===== config.mk =====
export PLATFORM = sky130hd
export DESIGN_NAME = cch_ctrl
export DESIGN_NICKNAME = d
export VERILOG_FILES = /design/src/cch_pkg.sv /design/src/cch_ctrl.sv
export SDC_FILE = /design/constraint.sdc
export NUM_CORES = 1
export LEC_CHECK = 0
export ABC_AREA = 1
export BUFFER_PORTS_ARGS = -buffer_cell sky130_fd_sc_hd__buf_2
export CORE_AREA = 4 4 41 43
export CTS_CLUSTER_SIZE = 28
export DETAILED_ROUTE_END_ITERATION = 6
export DIE_AREA = 0 0 45 47
export GPL_ROUTABILITY_DRIVEN = 0
export GPL_TIMING_DRIVEN = 0
export PLACE_DENSITY = 0.35
export SETUP_SLACK_MARGIN = 0.3
export SLEW_MARGIN = 25
export SYNTH_ARGS = -nofsm -noshare
export SYNTH_HDL_FRONTEND = slang
export SYNTH_SLANG_ARGS = --single-unit

===== constraint.sdc =====
create_clock -name clock -period 1.5 [get_ports clock]
set_input_delay 0.15 -clock clock [delete_from_list [all_inputs] [get_ports clock]]
set_output_delay 0.15 -clock clock [all_outputs]
set_load 0.05 [all_outputs]

===== src/cch_pkg.sv =====
`default_nettype none
package cch_pkg;

   localparam int OPCODE_W    = 2;
   localparam int CELL_W      = 16;
   localparam int MAX_COUNT_W = 10;
   localparam int PIX_OUT_W   = 24;
   localparam int USED_W      = 11;
   localparam int CSR_INDEX_W = 1;
   localparam int CSR_DATA_W  = 16;
   localparam int REQ_TDATA_W = 16;
   localparam int RSP_TDATA_W = 64;
   localparam int RSP_PAD_W   = RSP_TDATA_W - 2 * PIX_OUT_W - USED_W;

   localparam logic [OPCODE_W-1:0] OP_ADD   = 2'd0;
   localparam logic [OPCODE_W-1:0] OP_READ  = 2'd1;
   localparam logic [OPCODE_W-1:0] OP_CLEAR = 2'd2;

   localparam logic [CSR_INDEX_W-1:0] CSR_MAX_COUNT   = 1'b0;
   localparam logic [CSR_INDEX_W-1:0] CSR_EMPTY_VALUE = 1'b1;

   localparam logic [MAX_COUNT_W-1:0] MAX_COUNT_RESET   = 10'd1023;
   localparam logic [CELL_W-1:0]      EMPTY_VALUE_RESET = 16'hFFFF;
   localparam logic [USED_W-1:0]      USED_MAX          = 11'h7FF;

   typedef struct packed {
      logic load_item;
      logic commit;
      logic sweep;
   } cch_cmd_type;

   typedef struct packed {
      logic sweep_last;
      logic item_is_clear;
   } cch_status_type;

endpackage
`default_nettype wire


===== src/cch_ctrl.sv =====
`default_nettype none
module cch_ctrl
   import cch_pkg::*;
(
   input  wire logic           clock,
   input  wire logic           reset,
   input  wire logic           req_tvalid,
   output logic                req_tready,
   output logic                rsp_tvalid,
   input  wire logic           rsp_tready,
   input  wire cch_status_type status,
   output cch_cmd_type         cmd
);

   typedef enum logic [1:0] {
      ST_CLEAR,
      ST_IDLE,
      ST_EXEC
   } state_type;

   state_type state_ff, state_in;
   logic      ready_ff, ready_in;
   logic      rsp_valid_ff, rsp_valid_in;
   logic      accept;
   logic      commit;

   assign accept = req_tvalid && ready_ff;
   assign commit = (state_ff == ST_EXEC) && (!rsp_valid_ff || rsp_tready);

   always_comb begin
      state_in = state_ff;
      ready_in = ready_ff;
      unique case (state_ff)
         ST_CLEAR: begin
            if (status.sweep_last) begin
               state_in = ST_IDLE;
               ready_in = 1'b1;
            end
         end
         ST_IDLE: begin
            if (accept) begin
               state_in = ST_EXEC;
               ready_in = 1'b0;
            end
         end
         ST_EXEC: begin
            // a clear drops every bin through a sweep before the next word
            if (commit) begin
               state_in = status.item_is_clear ? ST_CLEAR : ST_IDLE;
               ready_in = !status.item_is_clear;
            end
         end
         default: begin
            state_in = ST_CLEAR;
            ready_in = 1'b0;
         end
      endcase

      if (commit)
         rsp_valid_in = 1'b1;
      else if (rsp_tready)
         rsp_valid_in = 1'b0;
      else
         rsp_valid_in = rsp_valid_ff;
   end

   always_ff @(posedge clock) begin
      if (reset) begin
         state_ff     <= ST_CLEAR;
         ready_ff     <= 1'b0;
         rsp_valid_ff <= 1'b0;
      end else begin
         state_ff     <= state_in;
         ready_ff     <= ready_in;
         rsp_valid_ff <= rsp_valid_in;
      end
   end

   assign req_tready    = ready_ff;
   assign rsp_tvalid    = rsp_valid_ff;
   assign cmd.load_item = accept;
   assign cmd.commit    = commit;
   assign cmd.sweep     = (state_ff == ST_CLEAR);

endmodule
`default_nettype wire


==> qor.csv <==
metric,value,unit
via_count,255,
fin_crit,1.21,ns
irDropWorstVdd,0.384,mV
overflow,0,
insertion_delay,0.23,ns
postPlaceCellArea,328,um^2
port_buffers,10,
worst_slack,0.286,ns
ys_seq_area_share,32.2,%
syn_inst,36,
netlist_top_cells_area,"dfxtp_1 (32%), inv_1 (9.0%), nand2_1 (7.5%)",
synth.top_cell.area_share,32.2,%
synth_ff_type,dfxtp_1,
switching_power,0.112,mW
end_kind,primary output,
route.detailed.drc,0,
clockPowerShare,37.6,%
tns,0,ns
yosys_warnings,0,
r2r_cells,7,
grt_pass1_vias,260,
hold_end,state_ff[1]$_SDFFE_PP0P_,
synth_commonest_cells,"inv_1 (6), nand2_1 (5), dfxtp_1 (4)",
antenna_found_initial,0,
antenna_cells,0,
r2r_start,state_ff[0]$_SDFFE_PP0P_,
syn-num-nets,42,
max_freq,0.824,GHz
max_cap_viol_count,0,
path_cells,inv_4 -> nor2_4 -> inv_2 -> nor2_2 -> buf_4 -> buf_8,
fin_area,403,um^2
rsz0062_at_grt,yes,
power-per-cell-area,866,nW/um^2
cts-root-buf,clkbuf_4,
row_count,13,
cts_hold_buf,0,
num-nets-final,60,
cp_max_fo,2,
fillers,157,
ys_async_sr_fraction,0,%
vias_per_cell,3.81,
worst_pin_slew,0.255,ns
antenna_left,0,
crit_required,1.35,ns
grt_max_degree,6,
criticalPathCategory,flip-flop to primary output,
seqPwrFrac,34.8,%
fp.dieH,47,um
status,completed,
cpMaxStageDelayCell,dfxtp_4,
hold_start,reset,
finalHoldViolations,0,
grt_pass1_wl,1000,um
post-synth-top-count-cell,inv_1,
hold_path_class,primary input to flip-flop,
ys_ff_latch,4,
setup_viol,0,
ys_types,15,
final-max-slew-violation-count,0,
die_area,2120,um^2
synth_edf_count,0,
relSlewSlack,83.1,%
drt-initial-drc-count,5,
switching_share,32.1,%
numCtsBuffers,3,
start_util,19.1,%
cpPeakStageDelay,0.35,ns
syn_to_final_growth,61.8,%
cp.arrival,1.06,ns
syn_area_per_cell,6.92,um^2
post-place-ws,0.257,ns
startpoint_type,flip-flop,
comb_power_share,27.6,%
ff2ff_setup_slack,0.46,ns
drive_gt1_share,67.3,%
avgRoutedWirePerCell,8.06,um
drt_pass1_iterations,3,
synth_area,249,um^2
cts_sinks,4,
cts_max_path_buffers,2,
coreArea,1300,um^2
min_period_over_period,80.9,%
hpwl,438,um
clkTransAtPathRegs,0.04,ns
holdWs,0.0777,ns
die_w,45,um
intPower,0.237,mW
cts_tree,done,
hold_depth,2,
track_usage,6.79,%
wirelength,540,um
io_pins,11,
p_leak,0.210,nW
timing.rr.end,req_tready$_SDFFE_PP0P_,
yosys.area.top_type,dfxtp_1,
htreeDepth,1,
finalClockSkew,0.00803,ns
post-route-util,31.0,%
[state kept, by name, indices dropped and copies added (netlist names)]
signal and flops:
req_tready 1, rsp_tvalid 1, state_ff 2
[layout by cell type, fill, tap and decap left out]
cell	netlist	final
a21oi_1	1	1
buf_2	0	7
buf_4	2	6
buf_8	0	1
clkbuf_4	0	4
clkinv_1	1	1
dfxtp_2	0	3
dfxtp_4	0	1
inv_1	6	5
inv_2	2	2
inv_4	0	1
nand2_1	5	5
nand2_2	3	3
nand3_1	2	2
nand4_1	1	1
nand4_2	1	1
nor2_1	3	1
nor2_2	3	3
nor2_4	1	3
o21a_1	1	1
[cell type report]
class / instances / area (um^2) / share of cell area (%)
inverter: 9 / 36.3 / 9.01
clock buffer: 3 / 22.5 / 5.59
tap: 15 / 18.8 / 4.66
sequential: 4 / 87.6 / 21.7
buffer: 2 / 15.0 / 3.73
timing repair buffer: 13 / 87.6 / 21.7
multi-input combinational: 21 / 135 / 33.5
[layer usage]
metal / vias to the layer above / routed length, um / global-route usage (%)
li1: 139 / - / -
met2: 4 / 279 / 10.2
met1: 112 / 221 / 7.27
met5: - / 0 / 0
met3: 0 / 38 / 3.45
met4: 0 / 0 / 5.26
[worst max-delay path: cells and delay by family (launching register included)]
kind,cells,cell delay [ns]
buffers and inverters,4,0.32
flip-flops,1,0.35
AND/OR/NAND/NOR,2,0.16
[kinds of logic after synthesis]
kind of cell | share of synthesized area, %
flip-flops | 32.2
buffers and inverters | 19.6
AND/OR/NAND/NOR | 43.2
AO/OA/AOI/OAI | 5.02
[power by group through the flow]
stage	logic, mW	registers (mW)	clock network [mW]
2_1_floorplan	0.0578	0.135	0
3_3_place_gp	0.0910	0.123	0
3_5_place_dp	0.0910	0.123	0
4_1_cts	0.0941	0.121	0.139
5_1_grt	0.105	0.123	0.141
6_report	0.0962	0.121	0.131
[through the flow]
stage                     instances  total power, mW
after floorplan                  36            0.193
after global placement           61            0.214
after detailed placement         61            0.214
after CTS                        66            0.355
after global routing             67            0.368
final                            67            0.349
[what timing repair did]
item	4_1_cts	5_1_grt
pin swaps	1	2
buffers inserted	2	1
setup endpoints to repair	1	3
gates resized for setup	7	6
[how the worst max path moves through the flow]
stage / to / cells past startpoint / slack (ns) / from
floorplan: req_tready$_SDFFE_PP0P_ / 6 / 0.39 / state_ff[0]$_SDFFE_PP0P_
global placement: cmd[1] / 6 / 0.25 / state_ff[1]$_SDFFE_PP0P_
detailed placement: cmd[1] / 6 / 0.26 / state_ff[1]$_SDFFE_PP0P_
CTS: cmd[1] / 6 / 0.26 / state_ff[1]$_SDFFE_PP0P_
global route: cmd[1] / 6 / 0.20 / state_ff[1]$_SDFFE_PP0P_
finish: cmd[1] / 6 / 0.29 / state_ff[1]$_SDFFE_PP0P_
Power figures use the tool's default switching activity.
